$ cat src/design/ffha_pkg.sv
// ----------------------------------------------------------------------------
// ffha_pkg
// Shared types, field widths and codes of the first-fit heap allocator.
// ----------------------------------------------------------------------------
package ffha_pkg;

    // transaction field widths
    localparam int TYPE_W      = 2;
    localparam int RSIZE_W     = 17;
    localparam int COUNT_W     = 16;
    localparam int OFFS_W      = 16;
    localparam int STATUS_W    = 2;
    localparam int COPY_W      = 17;
    localparam int TOTAL_W     = RSIZE_W + COUNT_W;

    // header store has one entry per 8-byte grain
    localparam int GRAIN_SH    = 3;

    typedef logic [TYPE_W-1:0]   t_req_type;
    typedef logic [STATUS_W-1:0] t_status;

    localparam t_req_type REQ_ALLOC   = 2'd0;
    localparam t_req_type REQ_RELEASE = 2'd1;
    localparam t_req_type REQ_RESIZE  = 2'd2;

    localparam t_status ST_OK   = 2'd0;
    localparam t_status ST_NULL = 2'd1;
    localparam t_status ST_OOM  = 2'd2;

    // datapath commands
    typedef logic [4:0] t_op;
    localparam t_op OP_NONE       = 5'd0;
    localparam t_op OP_LOAD       = 5'd1;
    localparam t_op OP_MUL        = 5'd2;
    localparam t_op OP_ALIGN      = 5'd3;
    localparam t_op OP_WALK_INIT  = 5'd4;
    localparam t_op OP_RD_A       = 5'd5;
    localparam t_op OP_RD_N       = 5'd6;
    localparam t_op OP_LATCH      = 5'd7;
    localparam t_op OP_STEP       = 5'd8;
    localparam t_op OP_FIT_SPLIT  = 5'd9;
    localparam t_op OP_FIT_TAKE   = 5'd10;
    localparam t_op OP_APPEND     = 5'd11;
    localparam t_op OP_LOC_HIT    = 5'd12;
    localparam t_op OP_REL_MARK   = 5'd13;
    localparam t_op OP_KEEP       = 5'd14;
    localparam t_op OP_SHR_SPLIT  = 5'd15;
    localparam t_op OP_SHR_TAKE   = 5'd16;
    localparam t_op OP_RELOC_FREE = 5'd17;
    localparam t_op OP_MRG_GROW   = 5'd18;
    localparam t_op OP_OOM        = 5'd19;
    localparam t_op OP_OUT        = 5'd20;

    // datapath status toward the controller
    typedef struct packed {
        t_req_type kind;
        logic      present;
        logic      poff_small;
        logic      zero;
        logic      big;
        logic      at_top;
        logic      loc_hit;
        logic      loc_past;
        logic      fit;
        logic      split;
        logic      room;
        logic      blk_free;
        logic      shrink_ok;
        logic      shrink_split;
        logic      nxt_end;
        logic      cur_free;
        logic      out_busy;
    } t_stat;

endpackage

$ cat src/design/ffha_ctrl.sv
// ----------------------------------------------------------------------------
// ffha_ctrl
// Allocator sequencer: decodes a request and steps the datapath through
// the first-fit walk, locate walk, split, append and forward merge.
// ----------------------------------------------------------------------------
module ffha_ctrl import ffha_pkg::*; (
    input  logic  i_clk,
    input  logic  i_rst_n,
    input  logic  i_req_valid,
    output logic  o_req_ready,
    input  t_stat i_stat,
    output t_op   o_op
);
    localparam logic [4:0] S_IDLE        = 5'd0;
    localparam logic [4:0] S_MUL         = 5'd1;
    localparam logic [4:0] S_ALIGN       = 5'd2;
    localparam logic [4:0] S_DISP        = 5'd3;
    localparam logic [4:0] S_FIT_CHK     = 5'd4;
    localparam logic [4:0] S_FIT_LAT     = 5'd5;
    localparam logic [4:0] S_FIT_EVAL    = 5'd6;
    localparam logic [4:0] S_FIT_SPLIT   = 5'd7;
    localparam logic [4:0] S_FIT_TAKE    = 5'd8;
    localparam logic [4:0] S_APPEND      = 5'd9;
    localparam logic [4:0] S_ALLOC_END   = 5'd10;
    localparam logic [4:0] S_OOM         = 5'd11;
    localparam logic [4:0] S_LOC_CHK     = 5'd12;
    localparam logic [4:0] S_LOC_LAT     = 5'd13;
    localparam logic [4:0] S_LOC_EVAL    = 5'd14;
    localparam logic [4:0] S_REL_MARK    = 5'd15;
    localparam logic [4:0] S_RES_DEC     = 5'd16;
    localparam logic [4:0] S_SHR_SPLIT   = 5'd17;
    localparam logic [4:0] S_SHR_TAKE    = 5'd18;
    localparam logic [4:0] S_RELOC_FREE  = 5'd19;
    localparam logic [4:0] S_MRG_CHK     = 5'd20;
    localparam logic [4:0] S_MRG_LAT     = 5'd21;
    localparam logic [4:0] S_MRG_EVAL    = 5'd22;
    localparam logic [4:0] S_DONE        = 5'd23;

    logic [4:0] r_state, n_state;
    logic       w_alloc_like;

    assign o_req_ready  = (r_state == S_IDLE);
    assign w_alloc_like = (i_stat.kind == REQ_ALLOC) ||
                          ((i_stat.kind == REQ_RESIZE) && !i_stat.present);

    // next state and datapath command
    always_comb begin
        n_state = r_state;
        o_op    = OP_NONE;
        case (r_state)
            S_IDLE: begin
                if (i_req_valid) begin
                    o_op    = OP_LOAD;
                    n_state = S_MUL;
                end
            end
            S_MUL: begin
                o_op    = OP_MUL;
                n_state = S_ALIGN;
            end
            S_ALIGN: begin
                o_op    = OP_ALIGN;
                n_state = S_DISP;
            end
            S_DISP: begin
                o_op = OP_WALK_INIT;
                if (w_alloc_like) begin
                    if (i_stat.zero)      n_state = S_DONE;
                    else if (i_stat.big)  n_state = S_OOM;
                    else                  n_state = S_FIT_CHK;
                end else if ((i_stat.kind == REQ_RELEASE) ||
                             (i_stat.kind == REQ_RESIZE)) begin
                    if (!i_stat.present || i_stat.poff_small) n_state = S_DONE;
                    else                                      n_state = S_LOC_CHK;
                end else begin
                    n_state = S_DONE;
                end
            end
            // first-fit walk
            S_FIT_CHK: begin
                o_op    = OP_RD_A;
                n_state = i_stat.at_top ? S_APPEND : S_FIT_LAT;
            end
            S_FIT_LAT: begin
                o_op    = OP_LATCH;
                n_state = S_FIT_EVAL;
            end
            S_FIT_EVAL: begin
                if (i_stat.fit) begin
                    n_state = i_stat.split ? S_FIT_SPLIT : S_FIT_TAKE;
                end else begin
                    o_op    = OP_STEP;
                    n_state = S_FIT_CHK;
                end
            end
            S_FIT_SPLIT: begin
                o_op    = OP_FIT_SPLIT;
                n_state = S_FIT_TAKE;
            end
            S_FIT_TAKE: begin
                o_op    = OP_FIT_TAKE;
                n_state = S_ALLOC_END;
            end
            S_APPEND: begin
                if (i_stat.room) begin
                    o_op    = OP_APPEND;
                    n_state = S_ALLOC_END;
                end else begin
                    n_state = S_OOM;
                end
            end
            S_ALLOC_END: begin
                // a resize of a live block frees the old one after relocating
                if ((i_stat.kind == REQ_RESIZE) && i_stat.present) n_state = S_RELOC_FREE;
                else                                                n_state = S_DONE;
            end
            S_OOM: begin
                o_op    = OP_OOM;
                n_state = S_DONE;
            end
            // locate walk
            S_LOC_CHK: begin
                o_op = OP_RD_A;
                if (i_stat.at_top || (i_stat.loc_past && !i_stat.loc_hit)) n_state = S_DONE;
                else                                                       n_state = S_LOC_LAT;
            end
            S_LOC_LAT: begin
                o_op    = OP_LATCH;
                n_state = S_LOC_EVAL;
            end
            S_LOC_EVAL: begin
                if (i_stat.loc_hit) begin
                    o_op    = OP_LOC_HIT;
                    n_state = (i_stat.kind == REQ_RELEASE) ? S_REL_MARK : S_RES_DEC;
                end else begin
                    o_op    = OP_STEP;
                    n_state = S_LOC_CHK;
                end
            end
            S_REL_MARK: begin
                o_op    = OP_REL_MARK;
                n_state = S_MRG_CHK;
            end
            S_RES_DEC: begin
                if (i_stat.blk_free) begin
                    n_state = S_DONE;
                end else if (i_stat.shrink_ok) begin
                    if (i_stat.shrink_split) begin
                        n_state = S_SHR_SPLIT;
                    end else begin
                        o_op    = OP_KEEP;
                        n_state = S_DONE;
                    end
                end else begin
                    o_op    = OP_WALK_INIT;
                    n_state = i_stat.big ? S_OOM : S_FIT_CHK;
                end
            end
            S_SHR_SPLIT: begin
                o_op    = OP_SHR_SPLIT;
                n_state = S_SHR_TAKE;
            end
            S_SHR_TAKE: begin
                o_op    = OP_SHR_TAKE;
                n_state = S_MRG_CHK;
            end
            S_RELOC_FREE: begin
                o_op    = OP_RELOC_FREE;
                n_state = S_MRG_CHK;
            end
            // forward merge
            S_MRG_CHK: begin
                o_op    = OP_RD_N;
                n_state = i_stat.nxt_end ? S_DONE : S_MRG_LAT;
            end
            S_MRG_LAT: begin
                o_op    = OP_LATCH;
                n_state = S_MRG_EVAL;
            end
            S_MRG_EVAL: begin
                if (i_stat.cur_free) begin
                    o_op    = OP_MRG_GROW;
                    n_state = S_MRG_CHK;
                end else begin
                    n_state = S_DONE;
                end
            end
            S_DONE: begin
                if (!i_stat.out_busy) begin
                    o_op    = OP_OUT;
                    n_state = S_IDLE;
                end
            end
            default: begin
                n_state = S_IDLE;
            end
        endcase
    end

    always_ff @(posedge i_clk) begin
        if (!i_rst_n) begin
            r_state <= S_IDLE;
        end else begin
            r_state <= n_state;
        end
    end

    // a request is only taken in idle and always ends in a response load
    a_load_idle: assert property (@(posedge i_clk) disable iff (!i_rst_n)
        (o_op == OP_LOAD) |-> (r_state == S_IDLE)) else $error("load outside idle");
    a_load_next: assert property (@(posedge i_clk) disable iff (!i_rst_n)
        (o_op == OP_LOAD) |=> (r_state == S_MUL)) else $error("load not followed by mul");
    a_idle_from_done: assert property (@(posedge i_clk) disable iff (!i_rst_n)
        ((r_state == S_IDLE) && ($past(r_state) != S_IDLE)) |->
        ($past(o_op) == OP_OUT)) else $error("idle reached without response");
endmodule

$ cat config.mk
export PLATFORM = sky130hd
export DESIGN_NAME = ffha_ctrl
export DESIGN_NICKNAME = d
export VERILOG_FILES = /design/src/design/ffha_pkg.sv /design/src/design/ffha_ctrl.sv
export SDC_FILE = /design/constraint.sdc
export NUM_CORES = 1
export LEC_CHECK = 0
export ABC_AREA = 0
export BUFFER_PORTS_ARGS = -buffer_cell sky130_fd_sc_hd__buf_2
export CAP_MARGIN = 15
export CORE_MARGIN = 2
export CORE_UTILIZATION = 47
export DETAILED_ROUTE_END_ITERATION = 7
export PLACE_DENSITY = 0.72
export REMOVE_ABC_BUFFERS = 1
export SETUP_SLACK_MARGIN = 0.4
export SLEW_MARGIN = 20
export SYNTH_ARGS = -nofsm -noshare
export SYNTH_HDL_FRONTEND = slang
export SYNTH_SLANG_ARGS = --single-unit
$ cat constraint.sdc
create_clock -name i_clk -period 1.7 [get_ports i_clk]
set_input_delay 0.34 -clock i_clk [delete_from_list [all_inputs] [get_ports i_clk]]
set_output_delay 0.34 -clock i_clk [all_outputs]
set_load 0.03 [all_outputs]
Word level (Yosys, flattened, before mapping):

Index checks and enable logic that the tools add are counted.

* bits in registers: 5
* word-level logic and storage cells: 74
* input bits: 21
* output and inout bits: 6

* equal/unequal tests: 27
* multiplexer cells: 31
* reductions and logical operators: 15

Operators with widths (number)
* $pmux 5 s22: 1
* $pmux 5 s20: 1
* $mux 5: 15
* $eq 5x4->1 const B: 8
* $eq 5x5->1 const B: 8
* $mux 4: 7
* $eq 5x3->1 const B: 4
* $eq 5x2->1 const B: 2
* $mux 3: 3
* $reduce_or 3->1: 2
* $eq 5x1->1 const B: 1
* $logic_not 5->1: 1
* $logic_or 1x1->1: 4
* $mux 2: 2
* $ne 2x2->1 const B: 2
* $logic_and 1x1->1: 3
* $eq 2x1->1 const B: 1
* $eq 2x2->1 const B: 1
* $logic_not 1->1: 2
* $logic_not 2->1: 1
* $mux 1: 2
* $reduce_and 2->1: 1
* $reduce_or 2->1: 1

Logic depth before layout (Yosys ltp):

Gate-level depths: netlist of run 1.

* depth after elaboration: 6
* mapped depth: 7

Worst setup path after synthesis of run 1:

Ideal clock, no wire load.

* path type: reg-to-output
* start: register r_state[2]
* end: output port o_op[0]
* arrival time: 1528 ps
* stages on the path, launching flop included: 7
* setup slack: -168 ps
* cell sequence: dfxtp_1 > buf_2 > buf_6 > buf_6 > nor4_1 > nor2_1 > o221ai_1

* cells in the longest elaborated chain, start to end: 3
* elaborated cells between the ends (all ways): 26

Ends and longest elaborated chain
* from (decl): line ffha_ctrl.sv:39 `logic [4:0] r_state, n_state;`
* from (signal assigned): line ffha_ctrl.sv:204 `r_state <= n_state;`
* $eq 5x5->1, or another cell as far along: line ffha_ctrl.sv:50 `case (r_state)`
* $reduce_or 3->1 (no source line) or $reduce_or 2->1 (tied branches)
* $pmux 5 s20 (*): line ffha_ctrl.sv:50
* to (decl): line ffha_ctrl.sv:12 `output t_op o_op`

Mark *: on every way between the ends. The rest lies on a longest branch, timed or not.

Worst setup path in the final report of run 1:

* start: register r_state[0]
* end: output port o_op[2]

Same word-level chain as after synthesis.

==> impl_metrics.sql, run 1 <==
INSERT INTO impl_metrics (metric_group, metric, value, unit) VALUES
('setup_path', 'criticalPathCategory', 'reg2out', ''),
('sta', 'grt_setup_unrepaired', 'yes', ''),
('setup_path', 'reg2reg_from', 'r_state[3]', ''),
('global_route', 'grt.overflow.total', '0', ''),
('logic_synthesis', 'main_combinational_cell_family_by_area_after_synthesis', 'compound AO/OA/AOI/OAI gates', ''),
('global_route', 'grtUsageTotal', '36.37', '%'),
('finish', 'drive_gt1_share', '47.23', '%'),
('logic_synthesis', 'synthDistinctLibCells', '49', ''),
('sta', 'post-route-worst-setup-slack', '-0.1938', 'ns'),
('hold_path', 'worstHoldPathCells', '2', ''),
('logic_synthesis', 'yosysSeqAreaShare', '8.989', '%'),
('logic_synthesis', 'synth_adder_area_share', '3.371', '%'),
('cts', 'root_buffer', 'clkbuf_4', ''),
('finish', 'diodes', '0', ''),
('global_route', 'number_of_global_route_vias_before_repair', '1571', ''),
('power', 'vdd.ir_drop.worst', '1032', 'uV'),
('sta', 'timing_hold_violations_final', '0', ''),
('logic_synthesis', 'yosys.area_share.xor_xnor', '0.7865', '%'),
('sta', 'fin_worst_skew', '0.006311', 'ns'),
('logic_synthesis', 'muxShareOfSynthArea', '1.798', '%'),
('cts', 'worst_setup_hold_path_clk_slew', '0.05', 'ns'),
('cts', 'ctsLongestPathBuffers', '2', ''),
('cts', 'clk_latency', '0.26', 'ns'),
('outcome', 'violations', 'setup timing', ''),
('die', 'die_area', '2775', 'sq um'),
('routing', 'detailedRoute.firstPassIterationCount', '5', ''),
('power', 'powerDensity', '1348', 'nW/um^2'),
('routing', 'detail_route.wl_per_cell', '19.25', 'microns'),
('setup_path', 'critical_path.slowest_cell', 'dfxtp_4', ''),
('cts', 'cts.sinks', '5', ''),
('die', 'initial_core_utilization', '49.86', '%'),
('hold_path', 'worstHoldPathType', 'in2reg', ''),
('setup_path', 'worstSetupStartpointType', 'flip-flop', ''),
('sta', 'slew_headroom', '76.44', '%'),
('outcome', 'run_status', 'finished, violations left', ''),
('sta', 'setup-violations-final', '5', ''),
('logic_synthesis', 'synthesis.area', '1114', 'sq um'),
('routing', 'antenna_violating_nets_post_route', '0', ''),
('sta', 'maxSlewViolCount', '0', ''),
('run', 'maxCapViolations', '0', ''),
('global_route', 'largest_net_degree_at_the_start_of_global_routing', '14', ''),
('die', 'chipHeight', '52.68', 'microns'),
('finish', 'top_regs', 'r_state x5', ''),
('finish', 'largest_register_ff_count', '5', ''),
('setup_path', 'reg2reg_depth', '7', ''),
('hold_path', 'worstHoldStart', 'i_rst_n', ''),
('setup_path', 'cpLargestDelayFamily', 'flip-flops', ''),
('setup_path', 'r2r_end', 'r_state[2]', ''),
('finish', 'layout-area-overhead-vs-synth', '58.54', '%'),
('cts', 'cts-hold-fix-buffers', '0', ''),
('placement', 'portBuffers', '26', ''),
('logic_synthesis', 'synth_cells', '168', ''),
('setup_path', 'worst-r2r-setup-slack', '0.08', 'ns'),
('setup_path', 'worstSetupEndpointType', 'primary output', ''),
('sta', 'period_share', '111.4', '%'),
('logic_synthesis', 'yosys.area_share.simple', '34.72', '%'),
('power', 'p_leak', '0.7546', 'nW'),
('logic_synthesis', 'flops_latches_synth', '5', ''),
('routing', 'drt_drc_violations_left', '0', ''),
('cts', 'tritoncts', 'built', ''),
('sta', 'timing.final.crit_period', '1.894', 'ns'),
('placement', 'detailed_place_hpwl', '3283', 'microns'),
('hold_path', 'timing.hold.worst_endpoint', 'r_state[0]', ''),
('setup_path', 'crit_path_max_fanout', '7', ''),
('finish', 'largest-register', 'r_state', ''),
('setup_path', 'critical_path_arrival', '1.55', 'ns'),
('logic_synthesis', 'synth-main-ff-cell', 'dfxtp_1', ''),
('logic_synthesis', 'syn_avg_cell_area', '6.628', 'sq um'),
('sta', 'max_clock_freq', '0.5280', 'GHz'),
('cts', 'numCtsBuffers', '3', ''),
('setup_path', 'path_cells', 'nor2_1, nand3_2, a211o_1, o211ai_1, buf_4', '');
## final cells by class
class | count | area (sq um)
fillers | 147 | 467.9
flip-flops and latches | 5 | 118.9
multi-input cells | 143 | 993.5
clock buffers | 4 | 26.28
inverters | 8 | 32.53
well taps | 28 | 35.03
repair buffers | 75 | 559.3
## through the flow
stage	worst slack (ns)	cell area, sq um	utilization [%]	setup TNS, ns
2_1_floorplan	-0.2911	1007	-	-1.093
3_3_place_gp	-0.07971	1420	63.59	-0.1722
3_5_place_dp	-0.08234	1420	63.59	-0.3287
4_1_cts	-0.1215	1615	72.32	-0.4559
5_1_grt	-0.2255	1765	79.05	-0.9242
6_report	-0.1938	1765	79.05	-0.6916
## synthesized netlist by cell type, drive strengths merged, types with 2 or more instances
cell    number  share of area [%]
nor2        21                7.5
a21oi       20                9.3
nand2       18                6.1
buf         12                9.6
o21ai       11                4.9
inv          8                2.7
nand2b       8                4.5
nand3        8                3.6
nor2b        8                4.9
dfxtp        5                9.0
o211ai       4                3.1
a211o        3                2.5
ha           3                3.4
o21bai       3                2.0
a211oi       2                1.8
a31oi        2                1.1
a41oi        2                1.6
and3         2                1.1
mux2i        2                1.8
nand3b       2                1.3
nor3         2               0.90
nor4         2                1.1
o221ai       2                1.6
o311ai       2                1.6
## kinds of logic after synthesis
group | after synthesis
AND/OR/NAND/NOR | 76
adder cells (fa/ha/maj) | 3
XOR/XNOR | 1
AO/OA/AOI/OAI | 61
buffers and inverters | 20
flip-flops | 5
multiplexers | 2
## power by group
part	internal, mW	switching, mW
Combinational	0.943	1.03
Sequential	0.169	0.0884
Clock	0.0896	0.0610
Total	1.20	1.18
## repair_timing
action	CTS	global route
resized for setup	33	27
setup buffers	9	7
pin swaps	9	11
setup endpoints to repair	11	11
## layer usage
layer / vias to the layer above / GRT usage [%] / part of all wire (%)
li1: 756 / - / -
met1: 771 / 43.59 / 36
met2: 150 / 60.83 / 47
met3: 41 / 6.571 / 11
met4: 0 / 19.23 / 5.8
met5: - / 0 / 0
## worst max path at each step
stage                           from  slack (ns)  depth (start not counted)      end
after floorplan           r_state[3]       -0.29                          4  o_op[0]
after global placement    r_state[4]       -0.08                          5  o_op[1]
after detailed placement  r_state[0]       -0.08                          5  o_op[1]
after CTS                 r_state[0]       -0.12                          5  o_op[0]
after global routing      r_state[0]       -0.23                          5  o_op[2]
final                     r_state[0]       -0.19                          5  o_op[2]
## worst reg2reg max path, cell delays in order (launching register included)
cell	delay [ns]
dfxtp_4	0.39
buf_8	0.14
buf_4	0.14
buf_4	0.11
nand2b_2	0.17
nor2_1	0.07
o211ai_1	0.30
a41oi_2	0.17
Power figures use the tool's default switching activity.
==> inputs of run 2 (changes only) <==
--- a/config.mk
+++ b/config.mk
@@ -6,6 +6,7 @@
 export NUM_CORES = 1
 export LEC_CHECK = 0
 export ABC_AREA = 0
+export ABC_CLOCK_PERIOD_IN_PS = 2450
 export BUFFER_PORTS_ARGS = -buffer_cell sky130_fd_sc_hd__buf_2
 export CAP_MARGIN = 15
 export CORE_MARGIN = 2
==> constraint.sdc (replaced) <==
create_clock -name i_clk -period 2.45 [get_ports i_clk]
set_input_delay 0.49 -clock i_clk [delete_from_list [all_inputs] [get_ports i_clk]]
set_output_delay 0.49 -clock i_clk [all_outputs]
set_load 0.03 [all_outputs]
==> run 2 against run 1 <==
Effect of this change: the flow now finishes without violations; combinational power down 49%; sequential power down 29%; worst setup slack better by 0.50 ns; clock skew up 0.0053 ns; count of clock-buffer cells in the layout unchanged; critical endpoint unchanged.
==> impl_metrics.sql, run 2 (synthesized netlist as in run 1, its figures left out) <==
INSERT INTO impl_metrics (metric_group, metric, value, unit) VALUES
('global_route', 'grtUsageTotal', '26.15', '%'),
('die', 'chipHeight', '52.68', 'microns'),
('outcome', 'run_status', 'completed', ''),
('sta', 'maxSlewViolCount', '0', ''),
('sta', 'timing_hold_violations_final', '0', ''),
('finish', 'final_instance_area', '1424', 'sq um'),
('cts', 'cts-htree-levels', '1', ''),
('sta', 'timing.final.crit_period', '2.142', 'ns'),
('finish', 'finish.net_count', '221', ''),
('setup_path', 'path_cells', 'buf_12, o21ai_0, nand2_1, a32oi_1, o211ai_1, buf_4', ''),
('placement', 'dp.cells', '215', ''),
('finish', 'largest-register', 'r_state', ''),
('routing', 'viasPerCell', '6.402', ''),
('die', 'initial_core_utilization', '49.86', '%'),
('sta', 'setup-violations-final', '0', ''),
('finish', 'layout-area-overhead-vs-synth', '27.87', '%'),
('setup_path', 'crit_start', 'r_state[0]', ''),
('sta', 'worst_slew_pin_slew', '0.3078', 'ns'),
('global_route', 'first_pass_grt_wire_length', '5402', 'microns'),
('cts', 'cts-hold-fix-buffers', '0', ''),
('setup_path', 'critical_path_arrival', '1.65', 'ns'),
('power', 'power.share.switching', '53.79', '%'),
('power', 'power.switching', '695.3', 'uW'),
('routing', 'drt_drc_violations_left', '0', ''),
('routing', 'antenna_violating_nets_post_route', '0', ''),
('sta', 'setup_total_negative_slack', '0', 'ns'),
('cts', 'ctsLongestPathBuffers', '2', ''),
('cts', 'root_buffer', 'clkbuf_4', ''),
('sta', 'fin_worst_skew', '0.01165', 'ns'),
('routing', 'detailedRoute.firstPassIterationCount', '4', ''),
('setup_path', 'max_stage_delay', '0.37', 'ns'),
('routing', 'wire_length_after_detailed_routing', '3711', 'microns'),
('die', 'boundaryPins', '27', ''),
('placement', 'finalWeightedCongestion', '1.010', ''),
('setup_path', 'worstSetupEndpointType', 'primary output', ''),
('power', 'powerDensity', '907.8', 'nW/um^2'),
('sta', 'grt_setup_unrepaired', 'yes', ''),
('global_route', 'grt_antenna_before_repair', '0', ''),
('routing', 'detail_route.iter0.violations', '91', ''),
('cts', 'numCtsBuffers', '3', ''),
('finish', 'most_common_cell_after_layout_fill_and_taps_aside', 'buf_2', ''),
('routing', 'detail_route.wl_per_cell', '16.57', 'microns'),
('setup_path', 'reg2reg_from', 'r_state[1]', ''),
('setup_path', 'cp-endpoint', 'o_op[2]', ''),
('cts', 'tritoncts', 'built', ''),
('setup_path', 'critical_path.slowest_cell', 'dfxtp_4', ''),
('sta', 'max_clock_freq', '0.4668', 'GHz'),
('sta', 'period_share', '87.44', '%'),
('global_route', 'grt.overflow.total', '0', ''),
('finish', 'drive_gt1_share', '31.12', '%'),
('setup_path', 'worst-path-buf-inv', '2', ''),
('setup_path', 'path_depth', '6', ''),
('global_route', 'number_of_global_route_vias_before_repair', '1170', ''),
('setup_path', 'criticalPathCategory', 'reg2out', ''),
('power', 'p_leak', '0.5612', 'nW'),
('setup_path', 'worst-r2r-setup-slack', '0.85', 'ns'),
('cts', 'clk_latency', '0.26', 'ns'),
('finish', 'top_regs', 'r_state x5', ''),
('placement', 'detailed_place_hpwl', '2554', 'microns'),
('finish', 'most-common-layout-cells', 'buf_2, a21oi_1, nand2_1, nor2_1', ''),
('hold_path', 'worstHoldPathCells', '2', ''),
('placement', 'placement.cell_area', '1222', 'sq um'),
('setup_path', 'reg2reg_depth', '6', ''),
('setup_path', 'worstSetupStartpointType', 'flip-flop', ''),
('run', 'maxCapViolations', '0', ''),
('sta', 'slew_headroom', '79.29', '%'),
('power', 'clkPwrFrac', '8.1', '%'),
('power', 'vdd.ir_drop.worst', '585.1', 'uV'),
('power', 'share_comb_of_total_power', '77.8', '%'),
('die', 'floorplan.die.width', '52.68', 'microns'),
('placement', 'portBuffers', '26', ''),
('global_route', 'largest_net_degree_at_the_start_of_global_routing', '24', ''),
('die', 'floorplan.core_area', '2233', 'sq um'),
('cts', 'cts.sinks', '5', ''),
('setup_path', 'timing.critical_path.required', '1.96', 'ns'),
('die', 'placement_rows', '17', ''),
('setup_path', 'crit_path_max_fanout', '11', ''),
('cts', 'worst_setup_hold_path_clk_slew', '0.04', 'ns'),
('finish', 'final_cell_count_no_fill', '224', ''),
('power', 'internal-power', '597.3', 'uW'),
('finish', 'largest_register_ff_count', '5', ''),
('hold_path', 'worstHoldPathType', 'in2reg', ''),
('setup_path', 'r2r_end', 'r_state[0]', ''),
('power', 'register_share_of_total_power', '14.1', '%'),
('die', 'die_area', '2775', 'sq um'),
('routing', 'num_vias', '1434', ''),
('setup_path', 'cpLargestDelayFamily', 'compound AO/OA/AOI/OAI gates', ''),
('finish', 'diodes', '0', '');
## run 2: metrics by stage
stage               hold slack, ns  total power [mW]  setup WS (ns)  utilization [%]
detailed placement          0.7665            0.9583         0.4027            54.73
finish                      0.4865             1.293         0.3076            63.75
CTS                         0.5108             1.113         0.3783            57.98
floorplan                   0.6212            0.7120         0.3089                -
global route                0.4809             1.361         0.2566            63.75
global placement            0.7654            0.9610         0.4411            54.73
## run 2: worst min path at each step
| stage | start | end | slack, ns |
|---|---|---|---|
| 2_1_floorplan | i_rst_n | r_state[0] | 0.62 |
| 3_3_place_gp | i_rst_n | r_state[0] | 0.77 |
| 4_1_cts | i_rst_n | r_state[0] | 0.51 |
| 6_report | i_rst_n | r_state[0] | 0.49 |
| 3_5_place_dp | i_rst_n | r_state[0] | 0.77 |
| 5_1_grt | i_rst_n | r_state[0] | 0.48 |
## run 2: repair_timing
action	CTS	global route
pin swaps	0	3
setup endpoints to repair	6	5
gates resized for setup	16	18
cloned	0	1
setup buffers	0	4
## run 2: cell type report
cell class / count / area (sq um)
fillers: 208 / 809.5
well taps: 28 / 35.03
multi-input cells: 143 / 944.7
flip-flops and latches: 5 / 116.4
clock buffers: 4 / 26.28
repair buffers: 36 / 271.5
inverters: 8 / 30.03
## run 2: layer usage
metal,vias up,share of wire (%),track usage (%)
met5,-,0,0
met4,0,4.2,9.829
met3,23,9.5,4.857
met2,97,45,41.46
met1,642,41,34.76
li1,672,-,-
## run 2: power by group through the flow
stage | sequential, mW | clock (mW) | combinational (mW)
after global placement | 0.148 | 0 | 0.813
final | 0.182 | 0.105 | 1.01
after CTS | 0.161 | 0.104 | 0.847
after detailed placement | 0.149 | 0 | 0.809
after floorplan | 0.207 | 0 | 0.505
after global routing | 0.184 | 0.110 | 1.07
